### config.mk
export PLATFORM = sky130hd
export DESIGN_NAME = dsp_host_port_boot_loader
export DESIGN_NICKNAME = d
export VERILOG_FILES = /design/src/hw/rtl/dhpbl_pkg.sv /design/src/hw/rtl/dhpbl_front.sv /design/src/hw/rtl/dhpbl_cmd_fifo.sv /design/src/hw/rtl/dhpbl_back.sv /design/src/hw/rtl/dsp_host_port_boot_loader.sv
export SDC_FILE = /design/constraint.sdc
export NUM_CORES = 1
export LEC_CHECK = 0
export BUFFER_PORTS_ARGS = -buffer_cell sky130_fd_sc_hd__buf_2
export CELL_PAD_IN_SITES_DETAIL_PLACEMENT = 1
export CELL_PAD_IN_SITES_GLOBAL_PLACEMENT = 2
export CORE_UTILIZATION = 44
export DETAILED_ROUTE_END_ITERATION = 8
export GPL_TIMING_DRIVEN = 0
export PLACE_DENSITY_LB_ADDON = 0.15
export SLEW_MARGIN = 20
export SYNTH_ARGS = -nofsm -noshare
export SYNTH_HDL_FRONTEND = slang
export SYNTH_SLANG_ARGS = --single-unit
### constraint.sdc
create_clock -name clk -period 9.1 [get_ports clk]
set_input_delay 0.455 -clock clk [delete_from_list [all_inputs] [get_ports clk]]
set_output_delay 0.455 -clock clk [all_outputs]
set_load 0.03 [all_outputs]
### src/hw/rtl/dhpbl_pkg.sv
`timescale 1ns / 1ps
// Shared types, codes and result decoding for the DSP host-port boot loader.
package dhpbl_pkg;

	localparam int CMDQ_DEPTH = 2;
	localparam int CMDQ_PTR_W = $clog2(CMDQ_DEPTH);
	localparam int CMDQ_CNT_W = $clog2(CMDQ_DEPTH + 1);

	localparam logic [1:0] REG_CTRL = 2'd0;
	localparam logic [1:0] REG_ADDR = 2'd1;
	localparam logic [1:0] REG_DATA = 2'd2;

	localparam logic [15:0] CTRL_INIT_WORD = 16'h0808;
	localparam logic [15:0] END_ADDR_WORD  = 16'h007E;

	typedef enum logic [3:0] {
		PH_IDLE,
		PH_LEN,
		PH_ADDR_HI,
		PH_ADDR_LO,
		PH_SKIP,
		PH_WORD_HI,
		PH_WORD_LO,
		PH_WAIT_READ,
		PH_WAIT_ADDR,
		PH_TRAIL
	} phase_t;

	typedef enum logic [2:0] {
		CMD_CTRL,
		CMD_START_END,
		CMD_END,
		CMD_WORD,
		CMD_TRIAL,
		CMD_ADDR_RD,
		CMD_FAIL
	} cmd_kind_t;

	typedef struct packed {
		cmd_kind_t   kind;
		logic [15:0] addr;
		logic [15:0] word;
	} cmd_t;

	typedef struct packed {
		logic [1:0]  access_reg;
		logic        access_write;
		logic [15:0] access_data;
		logic        load_failed;
		logic        image_end;
	} result_t;

	function automatic logic [1:0] cmd_last_step(input cmd_kind_t kind);
		logic [1:0] n;
		unique case (kind)
			CMD_START_END: n = 2'd2;
			CMD_END:       n = 2'd1;
			CMD_WORD:      n = 2'd3;
			CMD_TRIAL:     n = 2'd2;
			default:       n = 2'd0;
		endcase
		return n;
	endfunction

	function automatic result_t cmd_result(input cmd_t c, input logic [1:0] step,
		input logic [15:0] entry);
		result_t r;
		logic [1:0] idx;
		r = '0;
		idx = (c.kind == CMD_TRIAL) ? step + 2'd1 : step;
		unique case (c.kind)
			CMD_CTRL: begin
				r.access_reg = REG_CTRL;
				r.access_write = 1'b1;
				r.access_data = CTRL_INIT_WORD;
			end
			CMD_START_END, CMD_END: begin
				if (c.kind == CMD_START_END && step == 2'd0) begin
					r.access_reg = REG_CTRL;
					r.access_write = 1'b1;
					r.access_data = CTRL_INIT_WORD;
				end else if (step == cmd_last_step(c.kind)) begin
					r.access_reg = REG_DATA;
					r.access_write = 1'b1;
					r.access_data = entry;
					r.image_end = 1'b1;
				end else begin
					r.access_reg = REG_ADDR;
					r.access_write = 1'b1;
					r.access_data = END_ADDR_WORD;
				end
			end
			CMD_WORD, CMD_TRIAL: begin
				unique case (idx)
					2'd0, 2'd1: begin
						r.access_reg = REG_ADDR;
						r.access_write = 1'b1;
						r.access_data = c.addr;
					end
					2'd2: begin
						r.access_reg = REG_DATA;
						r.access_write = 1'b1;
						r.access_data = c.word;
					end
					default: begin
						r.access_reg = REG_DATA;
					end
				endcase
			end
			CMD_ADDR_RD: begin
				r.access_reg = REG_ADDR;
			end
			CMD_FAIL: begin
				r.load_failed = 1'b1;
			end
			default: begin
				r = '0;
			end
		endcase
		return r;
	endfunction

endpackage

### src/hw/rtl/dhpbl_front.sv
`timescale 1ns / 1ps
// Image parser: parses each item in the cycle it is taken and issues access commands.
module dhpbl_front (
	input  logic            clk,
	input  logic            arst_n,
	input  logic            take,
	input  logic            mode,
	input  logic [15:0]     value,
	output logic            cmd_push,
	output dhpbl_pkg::cmd_t cmd
);
	import dhpbl_pkg::*;

	phase_t      phase_q, phase_d;
	logic [15:0] load_address_q, load_address_d;
	logic [7:0]  word_high_q, word_high_d;
	logic [15:0] current_word_q, current_word_d;
	logic [6:0]  words_left_q, words_left_d;
	logic        retry_used_q, retry_used_d;
	logic        halted_q, halted_d;
	logic [7:0]  byte_in;
	logic        act;
	logic [6:0]  words_dec;

	assign byte_in = value[7:0];
	assign act = take && !halted_q;
	assign words_dec = words_left_q - 7'd1;

	always_comb begin
		phase_d = phase_q;
		load_address_d = load_address_q;
		word_high_d = word_high_q;
		current_word_d = current_word_q;
		words_left_d = words_left_q;
		retry_used_d = retry_used_q;
		halted_d = halted_q;
		if (act && !mode) begin
			unique case (phase_q)
				PH_IDLE, PH_LEN: begin
					if (byte_in == 8'd0) begin
						phase_d = PH_IDLE;
					end else begin
						words_left_d = byte_in[7:1];
						phase_d = PH_ADDR_HI;
					end
				end
				PH_ADDR_HI: begin
					load_address_d = {byte_in, 8'h00};
					phase_d = PH_ADDR_LO;
				end
				PH_ADDR_LO: begin
					load_address_d = load_address_q + {8'h00, byte_in} - 16'd1;
					phase_d = PH_SKIP;
				end
				PH_SKIP: begin
					phase_d = (words_left_q == 7'd0) ? PH_TRAIL : PH_WORD_HI;
				end
				PH_WORD_HI: begin
					word_high_d = byte_in;
					phase_d = PH_WORD_LO;
				end
				PH_WORD_LO: begin
					current_word_d = {word_high_q, byte_in};
					retry_used_d = 1'b0;
					phase_d = PH_WAIT_READ;
				end
				PH_TRAIL: begin
					phase_d = PH_LEN;
				end
				default: begin
					phase_d = phase_q;
				end
			endcase
		end else if (act && mode) begin
			if (phase_q == PH_WAIT_READ) begin
				if (value == current_word_q) begin
					phase_d = PH_WAIT_ADDR;
				end else if (!retry_used_q) begin
					retry_used_d = 1'b1;
				end else begin
					halted_d = 1'b1;
				end
			end else if (phase_q == PH_WAIT_ADDR) begin
				load_address_d = value - 16'd1;
				words_left_d = words_dec;
				phase_d = (words_dec == 7'd0) ? PH_TRAIL : PH_WORD_HI;
			end
		end
	end

	always_comb begin
		cmd_push = 1'b0;
		cmd.kind = CMD_CTRL;
		cmd.addr = load_address_q;
		cmd.word = current_word_q;
		if (act && !mode) begin
			unique case (phase_q)
				PH_IDLE: begin
					cmd_push = 1'b1;
					cmd.kind = (byte_in == 8'd0) ? CMD_START_END : CMD_CTRL;
				end
				PH_LEN: begin
					cmd_push = (byte_in == 8'd0);
					cmd.kind = CMD_END;
				end
				PH_WORD_LO: begin
					cmd_push = 1'b1;
					cmd.kind = CMD_WORD;
					cmd.word = {word_high_q, byte_in};
				end
				default: begin
					cmd_push = 1'b0;
				end
			endcase
		end else if (act && mode && phase_q == PH_WAIT_READ) begin
			cmd_push = 1'b1;
			if (value == current_word_q) begin
				cmd.kind = CMD_ADDR_RD;
			end else if (!retry_used_q) begin
				cmd.kind = CMD_TRIAL;
			end else begin
				cmd.kind = CMD_FAIL;
			end
		end
	end

	always_ff @(posedge clk or negedge arst_n) begin
		if (!arst_n) begin
			phase_q <= PH_IDLE;
			load_address_q <= '0;
			word_high_q <= '0;
			current_word_q <= '0;
			words_left_q <= '0;
			retry_used_q <= 1'b0;
			halted_q <= 1'b0;
		end else begin
			phase_q <= phase_d;
			load_address_q <= load_address_d;
			word_high_q <= word_high_d;
			current_word_q <= current_word_d;
			words_left_q <= words_left_d;
			retry_used_q <= retry_used_d;
			halted_q <= halted_d;
		end
	end

endmodule

### src/hw/rtl/dhpbl_cmd_fifo.sv
`timescale 1ns / 1ps
// Short command queue between the image parser and the access sequencer.
module dhpbl_cmd_fifo (
	input  logic            clk,
	input  logic            arst_n,
	input  logic            push,
	input  dhpbl_pkg::cmd_t wdata,
	output logic            full,
	input  logic            pop,
	output dhpbl_pkg::cmd_t rdata,
	output logic            empty
);
	import dhpbl_pkg::*;

	cmd_t                  mem_q [CMDQ_DEPTH];
	logic [CMDQ_PTR_W-1:0] wr_ptr_q;
	logic [CMDQ_PTR_W-1:0] rd_ptr_q;
	logic [CMDQ_CNT_W-1:0] count_q;
	logic                  do_push;
	logic                  do_pop;

	assign full = (count_q == CMDQ_CNT_W'(CMDQ_DEPTH));
	assign empty = (count_q == '0);
	assign do_push = push && !full;
	assign do_pop = pop && !empty;
	assign rdata = mem_q[rd_ptr_q];

	always_ff @(posedge clk) begin
		if (do_push) begin
			mem_q[wr_ptr_q] <= wdata;
		end
	end

	always_ff @(posedge clk or negedge arst_n) begin
		if (!arst_n) begin
			wr_ptr_q <= '0;
			rd_ptr_q <= '0;
			count_q <= '0;
		end else begin
			if (do_push) begin
				wr_ptr_q <= (wr_ptr_q == CMDQ_PTR_W'(CMDQ_DEPTH - 1)) ? '0 : wr_ptr_q + 1'b1;
			end
			if (do_pop) begin
				rd_ptr_q <= (rd_ptr_q == CMDQ_PTR_W'(CMDQ_DEPTH - 1)) ? '0 : rd_ptr_q + 1'b1;
			end
			if (do_push && !do_pop) begin
				count_q <= count_q + 1'b1;
			end else if (do_pop && !do_push) begin
				count_q <= count_q - 1'b1;
			end
		end
	end

endmodule

### src/hw/rtl/dhpbl_back.sv
`timescale 1ns / 1ps
// Access sequencer: expands commands into accesses, one per cycle unless stalled.
module dhpbl_back (
	input  logic              clk,
	input  logic              arst_n,
	input  dhpbl_pkg::cmd_t   cmd,
	input  logic              cmd_valid,
	output logic              cmd_pop,
	input  logic [15:0]       entry_address,
	output dhpbl_pkg::result_t res,
	output logic              res_last,
	output logic              empty,
	input  logic              pop
);
	import dhpbl_pkg::*;

	logic [1:0] step_q;
	logic       out_valid_q;
	result_t    res_q;
	logic       last_q;
	logic       advance;
	logic       fire;
	logic       at_last;

	assign advance = !out_valid_q || pop;
	assign fire = advance && cmd_valid;
	assign at_last = (step_q == cmd_last_step(cmd.kind));
	assign cmd_pop = fire && at_last;
	assign empty = !out_valid_q;
	assign res = res_q;
	assign res_last = last_q;

	always_ff @(posedge clk) begin
		if (fire) begin
			res_q <= cmd_result(cmd, step_q, entry_address);
			last_q <= at_last;
		end
	end

	always_ff @(posedge clk or negedge arst_n) begin
		if (!arst_n) begin
			step_q <= '0;
			out_valid_q <= 1'b0;
		end else begin
			if (fire) begin
				out_valid_q <= 1'b1;
				step_q <= at_last ? 2'd0 : step_q + 2'd1;
			end else if (advance) begin
				out_valid_q <= 1'b0;
			end
		end
	end

endmodule

### src/hw/rtl/dsp_host_port_boot_loader.sv
`timescale 1ns / 1ps
// Top level of the DSP host-port boot loader.
// The loader takes one item per cycle whenever full is low: image bytes and
// read responses are parsed in the cycle they arrive and turned into access
// commands, which wait in a two-entry command queue. The access sequencer
// behind the queue sends one host-port access per cycle to an output
// register whenever that register is empty or popped; the low byte of a
// word causes four accesses, and the queue depth sets how far the input
// side can run ahead of the result side. The entry address register must
// be written only while the loader is idle.
module dsp_host_port_boot_loader (
	input  logic        clk,
	input  logic        arst_n,
	input  logic        push,
	output logic        full,
	input  logic        mode,
	input  logic [15:0] value,
	output logic        empty,
	input  logic        pop,
	output logic [1:0]  access_reg,
	output logic        access_write,
	output logic [15:0] access_data,
	output logic        load_failed,
	output logic        image_end,
	output logic        last,
	input  logic        cfg_write,
	input  logic [15:0] cfg_data
);
	import dhpbl_pkg::*;

	logic [15:0] entry_address_q;
	logic        take;
	logic        cmd_push;
	cmd_t        cmd_in;
	cmd_t        cmd_head;
	logic        cmdq_empty;
	logic        cmd_pop;
	result_t     res;

	assign take = push && !full;

	always_ff @(posedge clk or negedge arst_n) begin
		if (!arst_n) begin
			entry_address_q <= '0;
		end else if (cfg_write) begin
			entry_address_q <= cfg_data;
		end
	end

	dhpbl_front u_front (
		.clk      (clk),
		.arst_n   (arst_n),
		.take     (take),
		.mode     (mode),
		.value    (value),
		.cmd_push (cmd_push),
		.cmd      (cmd_in)
	);

	dhpbl_cmd_fifo u_cmdq (
		.clk    (clk),
		.arst_n (arst_n),
		.push   (cmd_push),
		.wdata  (cmd_in),
		.full   (full),
		.pop    (cmd_pop),
		.rdata  (cmd_head),
		.empty  (cmdq_empty)
	);

	dhpbl_back u_back (
		.clk           (clk),
		.arst_n        (arst_n),
		.cmd           (cmd_head),
		.cmd_valid     (!cmdq_empty),
		.cmd_pop       (cmd_pop),
		.entry_address (entry_address_q),
		.res           (res),
		.res_last      (last),
		.empty         (empty),
		.pop           (pop)
	);

	assign access_reg = res.access_reg;
	assign access_write = res.access_write;
	assign access_data = res.access_data;
	assign load_failed = res.load_failed;
	assign image_end = res.image_end;

endmodule

Word-level counts from Yosys, hierarchy flattened
Memories as Yosys holds them, arrays and structs flattened.
Cells that the tools add are included.
Storage, ports and cells
  memory bits (writable): 70
  input port bits: 38
  word-level logic and storage cells: 166
  output and inout port bits: 24
  flip-flop bits (word level): 98
  memories: 1
Memories
  u_cmdq.mem_q: words 2, bits a word 35, rd ports 1, clocked after memory_dff 0, write ports 1, RTL line dhpbl_cmd_fifo.sv:15  | cmd_t mem_q [CMDQ_DEPTH];
Cells by class
  multiplexer cells: 58
  $add $sub $neg: 9
  bitwise operators: 3
  reductions and logical operators: 47
  eq/ne operators: 29
Operators by type and width (number)
  $mux W16: 6
  $pmux W17 S3: 1
  $mux W7: 6
  $mux W19: 2
  $pmux W17 S2: 1
  $pmux W16 S2: 1
  $sub A16 B1 Y16 const B: 2
  $mux W4: 7
  $pmux W4 S7: 1
  $mux W2: 10
  $add A16 B8 Y16: 1
  $eq A16 B16 Y1: 1
  $eq A4 B3 Y1 const B: 4
  $mux W1: 16
  $logic_not A7 Y1: 2
  $reduce_or A2 Y1: 7
  $logic_and A1 B1 Y1: 12
  $pmux W2 S3: 2
  $reduce_and A4 Y1: 3
  $ne A2 B2 Y1 const B: 5
  $reduce_and A5 Y1: 2
  $reduce_bool A2 Y1: 5
  $eq A3 B3 Y1 const B: 3
  $mux W3: 3
  25 further kinds: 43

Longest topological paths before layout
Gate-level depths: netlist of run 1.
  word-level depth: 13
  gate-level depth with buffers: 11
  depth with buffers taken out: 11

Hierarchy
A second synthesis of run 1 with hierarchy kept.
Unflattened totals
  cells, all modules: 778
  area total of the unflattened synthesis: 9090.0 um^2
Modules (own cells, without submodules)
  dhpbl_front: seq. area each 1326.3 um^2, area each 4026.4 um^2, cells each 470, times used 1
  dhpbl_cmd_fifo: seq. area each 2202.1 um^2, area each 2872.8 um^2, cells each 128, times used 1
  dhpbl_back: seq. area each 735.7 um^2, area each 1531.5 um^2, cells each 144, times used 1
  dsp_host_port_boot_loader: seq. area each 400.4 um^2, area each 659.4 um^2, cells each 36, times used 1

Worst setup path after synthesis of run 1
OpenSTA, ideal clock, no wires.
  path type: input port to flip-flop
  start point: input value[4]
  end point: memory u_cmdq.mem_q[0][0] in the netlist's numbering, enable pin
  path slack: 5.321 ns
  data arrival time: 3.348 ns
  path buffers: 1
  stages: 7
  setup time: 0.431 ns
  cells stage by stage: buf_2 > nor4_4 > nand3_1 > a21boi_1 > o21ai_1 > a21oi_1 > nor2b_1
On the way
  word-level cells in the longest chain between the ends: 6
Ends and longest elaborated chain
  start, declared: RTL line dsp_host_port_boot_loader.sv:17  | input logic [15:0] value,
  $logic_not A8 Y1: RTL line dhpbl_front.sv:103  | cmd_push = (byte_in == 8'd0);
  $pmux W1 S2: RTL line dhpbl_front.sv:97  | unique case (phase_q)
  $mux W1: RTL line dhpbl_front.sv:96  | if (act && !mode) begin
  $logic_and A1 B1 Y1: RTL line dhpbl_cmd_fifo.sv:24  | assign do_push = push && !full;
  $mux W1: RTL line dhpbl_cmd_fifo.sv:29  | if (do_push) begin
  $mux W1 (not written as such): RTL line dhpbl_cmd_fifo.sv:30  | mem_q[wr_ptr_q] <= wdata;
  end, declared: RTL line dhpbl_cmd_fifo.sv:15
No other way between the ends.

Final worst setup path of run 1
  start point: register u_cmdq.rd_ptr_q
  end point: register u_back.res_q (netlist bit u_back.res[16]), data pin
On the way
  word-level cells in the longest chain between the ends: 11
  elaborated cells between the ends (all ways): 24
  classes of those cells: 7 x eq/ne; 9 x mux; 7 x reduce/logical; 1 x memory
Ends and longest elaborated chain
  start, declared: RTL line dhpbl_cmd_fifo.sv:17  | logic [CMDQ_PTR_W-1:0] rd_ptr_q;
  start signal, assigned: RTL line dhpbl_cmd_fifo.sv:44  | rd_ptr_q <= (rd_ptr_q == CMDQ_PTR_W'(CMDQ_DEPTH - 1)) ? '0 : rd_ptr_q + 1'b1;
  $mem_v2 Z2 W35 *
  $eq A3 B1 Y1 or $eq A3 B3 Y1 (tied branches)
  $reduce_or A2 Y1 (no line)
  $pmux W2 S3: RTL line dhpbl_pkg.sv:55  | unique case (kind)
  $mux W2: RTL line dhpbl_pkg.sv:78  | if (c.kind == CMD_START_END && step == 2'd0) begin
  $mux W2: RTL line dhpbl_pkg.sv:71  | unique case (c.kind)
  $mux W2: RTL line dhpbl_back.sv:34  | if (fire) begin
  $eq A2 B2 Y1: RTL line dhpbl_pkg.sv:82  | end else if (step == cmd_last_step(c.kind)) begin
  $mux W19: RTL line dhpbl_pkg.sv:82
  $mux W19: RTL line dhpbl_pkg.sv:78
  $pmux W17 S3 *: RTL line dhpbl_pkg.sv:71
  end signal, assigned: RTL line dhpbl_back.sv:35  | res_q <= cmd_result(cmd, step_q, entry_address);
  end, declared: RTL line dhpbl_back.sv:19  | result_t res_q;
Every way passes the cells marked *; elsewhere a longest branch is shown, timed or not. The select of a mux whose other input is x is not followed.
A chain may end at the register's enable or synchronous reset.

==> flow_summary.yaml, run 1 <==
status:
  status: "finished clean"
cells_and_area:
  fill_cells: 2042
  final-seq-area_um2: 4660
  fin_util: 0.527
  drive_above_1_share: 0.165
  multi_input_area_um2: 3610
  syn_to_final_growth_pct: 15.7
  nets: 900
  antenna_cells: 0
worst_setup_path:
  worst_setup_path_start_kind: "flop"
  cp_max_fo: 10
  crit_arrival_ps: 3420
  crit_required_ps: 9300
  worst_r2r_path_depth: 7
  criticalPathCategory: "reg2reg"
  cp-end-kind: "flop"
sta:
  max_freq_mhz: 310
  drv_slew: 0
  setup_viol: 0
  slew-limit-headroom: 0.310
  worstMarginPinSlew_ps: 1030
  rsz0062_at_grt: "no"
  fin_tns_setup_ps: 0
  final.period_utilization: 0.355
  hold_viol_final: 0
  post-route-min-period_ps: 3230
  finClkSkew_ps: 14.3
route:
  wl_per_cell_um: 20.9
  ant_nets: 0
  vias: 6271
  vias_per_cell: 5.67
  finalWirelength_um: 23100
  drc: 0
  first_iter_violations: 358
  first_pass_iters: 5
clock_tree:
  post_cts.resized_instances: 0
  clk_latency_ps: 440
  cts-root-buf: "clkbuf_16"
  cts_buffers: 17
  htree_levels: 4
  cts_sinks: 168
  cts_max_path_buffers: 2
  clk_pin_slew_worst_paths_ps: 70
  cts_tree: "done"
  cts_setup_buffers: 0
synth:
  syn_area_per_cell_um2: 11.5
  synthArstFlopShare: 0.452
  synth_compound_area_frac: 0.140
  synth_adder_area_share: 0.0429
  synth_cell_types: 74
  synth_xor_area_frac: 0.0477
  synth_top_family_by_area: "compound AO/OA/AOI/OAI gates"
  synth_mux_area_frac: 0.0877
  synth_flop_cell: "edfxtp_1"
  synth_seq_cells: 168
  synth_cells: 753
  yosysSeqAreaShare: 0.540
  synth_fp_nets: 820
  yosysWarningCount: 0
  synth_edf_count: 92
  syn_area_um2: 8630
  synth_simple_gate_area_frac: 0.0980
job:
  drv_cap: 0
floorplan:
  start_util: 0.455
  die_h_um: 142
  io_pins: 62
  core_um2: 19000
  fp-row-count: 50
  fp.dieW_um: 142
  fp.dieArea_um2: 20200
global_route:
  grt_usage: 0.243
  first_global_vias: 6611
  grt_max_degree: 45
  grt-ovfl-total: 0
  antenna_found_initial: 0
  grt_pass1_wl_um: 36400
placed_design:
  dp_hpwl_um: 17300
  gp_congestion: 0.847
  port_buffers: 56
power_and_ir_drop:
  vdd_drop_max_mv: 0.149
  pwr_density_cell_nw_per_um2: 340
  p_leak_nw: 4.16
min_path:
  hold_path_depth: 2
  hold_class: "in2reg"
## cell usage after synthesis (all sizes together) (5+ instances only)
master,n,area (um^2)
a31oi,7,43.8
nor3,15,75.1
xor2,13,114
xnor2,34,298
buf,11,60.1
mux2i,37,374
clkbuf,29,109
mux2,34,383
and3,6,37.5
inv,54,203
nand2,39,146
nor4,5,46.3
o22ai,12,75.1
ha,28,350
nand3,18,100
o221ai,8,70.1
o211ai,5,37.5
a21oi,35,186
dfrtp,76,1900
nor2,35,131
or3,6,37.5
or4,5,41.3
a211oi,8,65.1
nand2b,5,31.3
edfxtp,92,2760
nand4,12,75.1
o21ai,44,220
a21o,20,150
## worst paths after layout
path	start	to	slack, ps
hold reg to reg	u_front.halted_q	u_front.halted_q	470
hold / removal	pop	u_back.out_valid_q	210
setup / recovery	u_cmdq.rd_ptr_q	u_back.res[16]	5870
setup reg to reg	u_cmdq.rd_ptr_q	u_back.res[16]	5870
min in group asynchronous	arst_n	entry_address_q[12]	530
max in group asynchronous	arst_n	u_front.word_high_q[3]	7960
## cell type report
type                       count  share of cell area
clock inverter                15              0.0198
inverter                      54              0.0203
buffer                        40              0.0169
tap                          260              0.0326
multi-input combinational    491               0.362
clock buffer                  17              0.0426
sequential                   168               0.467
timing repair buffer          61              0.0388
## per-stage QoR
stage                     hold slack (ps)  setup slack [ps]  cell area, um^2  std cells  power (W)
after floorplan                       159              5320             8630        753    0.00222
after global placement                443              4150             9240       1069    0.00257
after detailed placement              452              5520             9350       1073    0.00266
after CTS                             198              5830             9990       1106    0.00341
after global routing                  220              5620             9990       1106    0.00360
final                                 209              5870             9990       1106    0.00340
## layer usage
| metal | vias up | routed length, um | global-route usage |
|---|---|---|---|
| met2 | 137 | 11400 | 0.416 |
| met4 | 0 | 445 | 0.0872 |
| met3 | 34 | 791 | 0.0400 |
| li1 | 2945 | - | - |
| met1 | 3155 | 10500 | 0.310 |
| met5 | - | 0 | 0 |
## what timing repair did
action | 4_1_cts | 5_1_grt
hold buffers | 1 | 0
hold endpoints to repair | 32 | 0
endpoints found under the setup margin | 0 | 0
## flip-flops by register name, summed over array words and instances (netlist names)
signal,flops
u_back.res_last,1
u_front.words_left_q,7
u_cmdq.rd_ptr_q,1
u_back.res,21
u_front.current_word_q,16
u_back.step_q,2
u_cmdq.wr_ptr_q,1
u_front.phase_q,4
u_front.load_address_q,16
u_front.halted_q,1
u_front.retry_used_q,1
entry_address_q,16
u_cmdq.count_q,2
u_front.word_high_q,8
u_cmdq.mem_q,70
u_back.out_valid_q,1
## placed cells by master (no fill, tap or decap), drive strengths merged, types with 6 or more instances in the layout
cell type,n
a211oi,8
a21o,20
a21oi,35
a31oi,7
and3,6
buf,71
clkbuf,46
clkinv,8
dfrtp,76
edfxtp,92
ha,28
inv,60
mux2,34
mux2i,37
nand2,39
nand3,18
nand4,12
nor2,35
nor3,15
o21ai,44
o221ai,8
o22ai,12
or3,6
xnor2,34
xor2,13
## critical path: stages (launching register included)
cell      delay (ps)
dfrtp_1          360
buf_2            290
mux2i_1          630
nor2_1           140
a31oi_1          660
clkbuf_1         500
o22ai_1          210
a21o_1           200
## power breakdown
| group | switching, W | leakage, nW | internal, W |
|---|---|---|---|
| Sequential | 0.000148 | 1.79 | 0.00106 |
| Combinational | 0.000902 | 2.07 | 0.000546 |
| Clock | 0.000361 | 0.297 | 0.000376 |
| Total | 0.00141 | 4.16 | 0.00198 |
## cell families (layout without fill, tap and decap cells)
family | after synthesis | after routing
compound gates | 181 | 181
xor+xnor | 47 | 47
fa+ha+maj | 29 | 29
buf+inv | 94 | 187
flops | 168 | 168
mux | 71 | 71
simple gates | 163 | 163
Note: power is estimated with default switching activity, not from simulation.
==> run 2, diff against run 1 <==
--- a/config.mk
+++ b/config.mk
@@ -8,7 +8,7 @@
 export BUFFER_PORTS_ARGS = -buffer_cell sky130_fd_sc_hd__buf_2
 export CELL_PAD_IN_SITES_DETAIL_PLACEMENT = 1
 export CELL_PAD_IN_SITES_GLOBAL_PLACEMENT = 2
-export CORE_UTILIZATION = 44
+export CORE_UTILIZATION = 41
 export DETAILED_ROUTE_END_ITERATION = 8
 export GPL_TIMING_DRIVEN = 0
 export PLACE_DENSITY_LB_ADDON = 0.15
==> constraint.sdc (replaced) <==
create_clock -name clk -period 3.38 [get_ports clk]
set_input_delay 0.169 -clock clk [delete_from_list [all_inputs] [get_ports clk]]
set_output_delay 0.169 -clock clk [all_outputs]
set_load 0.03 [all_outputs]
==> flow_summary.yaml, run 2 (synthesis results as in run 1) <==
status:
  status: "finished clean"
worst_setup_path:
  slowest_stage: "nor2b_4"
  crit_required_ps: 3510
  critical_path.top_delay_family: "simple AND/OR/NAND/NOR gates"
  criticalPathCategory: "reg2reg"
  worstPathCellList: "clkbuf_1, clkbuf_1, nand3_1, nor2_1, nand2_1, a21oi_1, nor2b_4, buf_16"
  cpPeakStageDelay_ps: 620
  crit_buf_inv: 3
  crit_arrival_ps: 3270
  reg2reg_slack_ps: 250
  cp_common_cell: "clkbuf_1"
  cp-end-kind: "flop"
  worst_setup_path_start_kind: "flop"
  cp_max_fo: 18
sta:
  setup_ws_ps: 246
  slew-limit-headroom: 0.358
  hold_viol_final: 0
  post-route-min-period_ps: 3130
  worstMarginPinSlew_ps: 956
  setup_viol: 0
  drv_slew: 0
  max_freq_mhz: 319
  fin_tns_setup_ps: 0
  rsz0062_at_grt: "no"
  final.period_utilization: 0.927
  finClkSkew_ps: 11.1
cells_and_area:
  largest_register_ffs: 70
  finalNonFillerCells: 1132
  final_common_cell: "edfxtp_1"
  final_cell_mix: "92 x edfxtp_1, 76 x dfrtp_1, 61 x buf_2"
  antenna_cells: 0
  nets: 917
  regMostFlops: "u_cmdq.mem_q"
  syn_to_final_growth_pct: 17.6
  drive_above_1_share: 0.162
  post-route-cell-area_um2: 10200
placed_design:
  dp_hpwl_um: 17800
  gp_congestion: 0.831
  pre_cts_slack_ps: 76.5
  placed_area_um2: 9370
  placed_cells: 1083
  port_buffers: 56
min_path:
  hold_class: "in2reg"
global_route:
  first_global_vias: 6713
  grt-ovfl-total: 0
  grt_max_degree: 44
  grt_usage: 0.228
  antenna_found_initial: 0
  grt_pass1_wl_um: 37300
power_and_ir_drop:
  p_total_w: 0.00909
  p_leak_nw: 4.22
  pwr_density_cell_nw_per_um2: 896
  vdd_drop_max_mv: 0.373
clock_tree:
  cts_sinks: 168
  cts_tree: "done"
  cts-root-buf: "clkbuf_16"
  clk_latency_ps: 430
  cts_buffers: 17
  htree_levels: 4
  clk_pin_slew_worst_paths_ps: 70
  cts_setup_buffers: 0
  cts_max_path_buffers: 2
route:
  ant_nets: 0
  vias_per_cell: 5.50
  first_pass_iters: 4
  vias: 6231
  drc: 0
  first_iter_violations: 234
  finalWirelength_um: 23600
  wl_per_cell_um: 20.8
floorplan:
  core_um2: 20400
  start_util: 0.422
  fp.dieW_um: 147
  die_h_um: 147
  io_pins: 62
  fp-row-count: 52
  fp.dieArea_um2: 21600
job:
  drv_cap: 0
-- run 2: cell types whose count changed in the layout (fill, tap and decap cells not counted), moves of 3 or more --
| cell | before | now |
|---|---|---|
| clkbuf_8 | 0 | 4 |
| clkinv_4 | 1 | 4 |
| clkinv_8 | 7 | 0 |
| dlygate4sd3_1 | 1 | 18 |
-- run 2: through the flow --
step                      hold slack, ps   util
after floorplan                     -127      -
after CTS                            110  0.497
after global placement               362  0.453
final                                138  0.497
after global routing                 133  0.497
after detailed placement             178  0.459
-- run 2: area by class of cell --
cell class	count	area, um^2
repair buffers	78	566
inverters	54	203
plain buffers	40	169
multi-input cells	491	3620
well taps	270	338
fillers	2174	10300
flip-flops and latches	168	4660
clock inverters	10	111
clock buffers	21	480
-- run 2: final timing paths --
path | start | cells past startpoint | end
setup / recovery | u_front.phase_q[2] | 8 | u_cmdq.mem_q[0][2]
hold / removal | value[0] | 2 | u_front.word_high_q[0]
setup reg to reg | u_front.phase_q[2] | 8 | u_cmdq.mem_q[0][2]
hold reg to reg | u_front.halted_q | 1 | u_front.halted_q
max in group asynchronous | arst_n | 3 | u_front.current_word_q[14]
min in group asynchronous | arst_n | 2 | u_back.step_q[1]
-- run 2: layer usage --
layer / track usage / vias up / wire length [um]
met3: 0.0342 / 21 / 757
met4: 0.0680 / 0 / 357
met2: 0.401 / 114 / 12100
met1: 0.289 / 3114 / 10400
li1: - / 2982 / -
met5: 0 / - / 0
-- run 2: worst reg2reg max path, cell delays in order (launching register included) --
cell and delay (ps):
dfrtp_1 320, clkbuf_1 350, clkbuf_1 440, nand3_1 160, nor2_1 230, nand2_1 120, a21oi_1 340, nor2b_4 620
buf_16 240
-- run 2: power by group --
part / internal, W / leakage [nW] / switching (W)
logic: 0.00148 / 2.15 / 0.00240
registers: 0.00286 / 1.79 / 0.000409
clock network: 0.00111 / 0.286 / 0.000834
total: 0.00545 / 4.22 / 0.00364
-- run 2: timing repair --
| action | 4_1_cts | 5_1_grt |
|---|---|---|
| endpoints found under the hold margin | 50 | 0 |
| resized for setup | 0 | 1 |
| endpoints found under the setup margin | 0 | 3 |
| hold buffers | 18 | 0 |
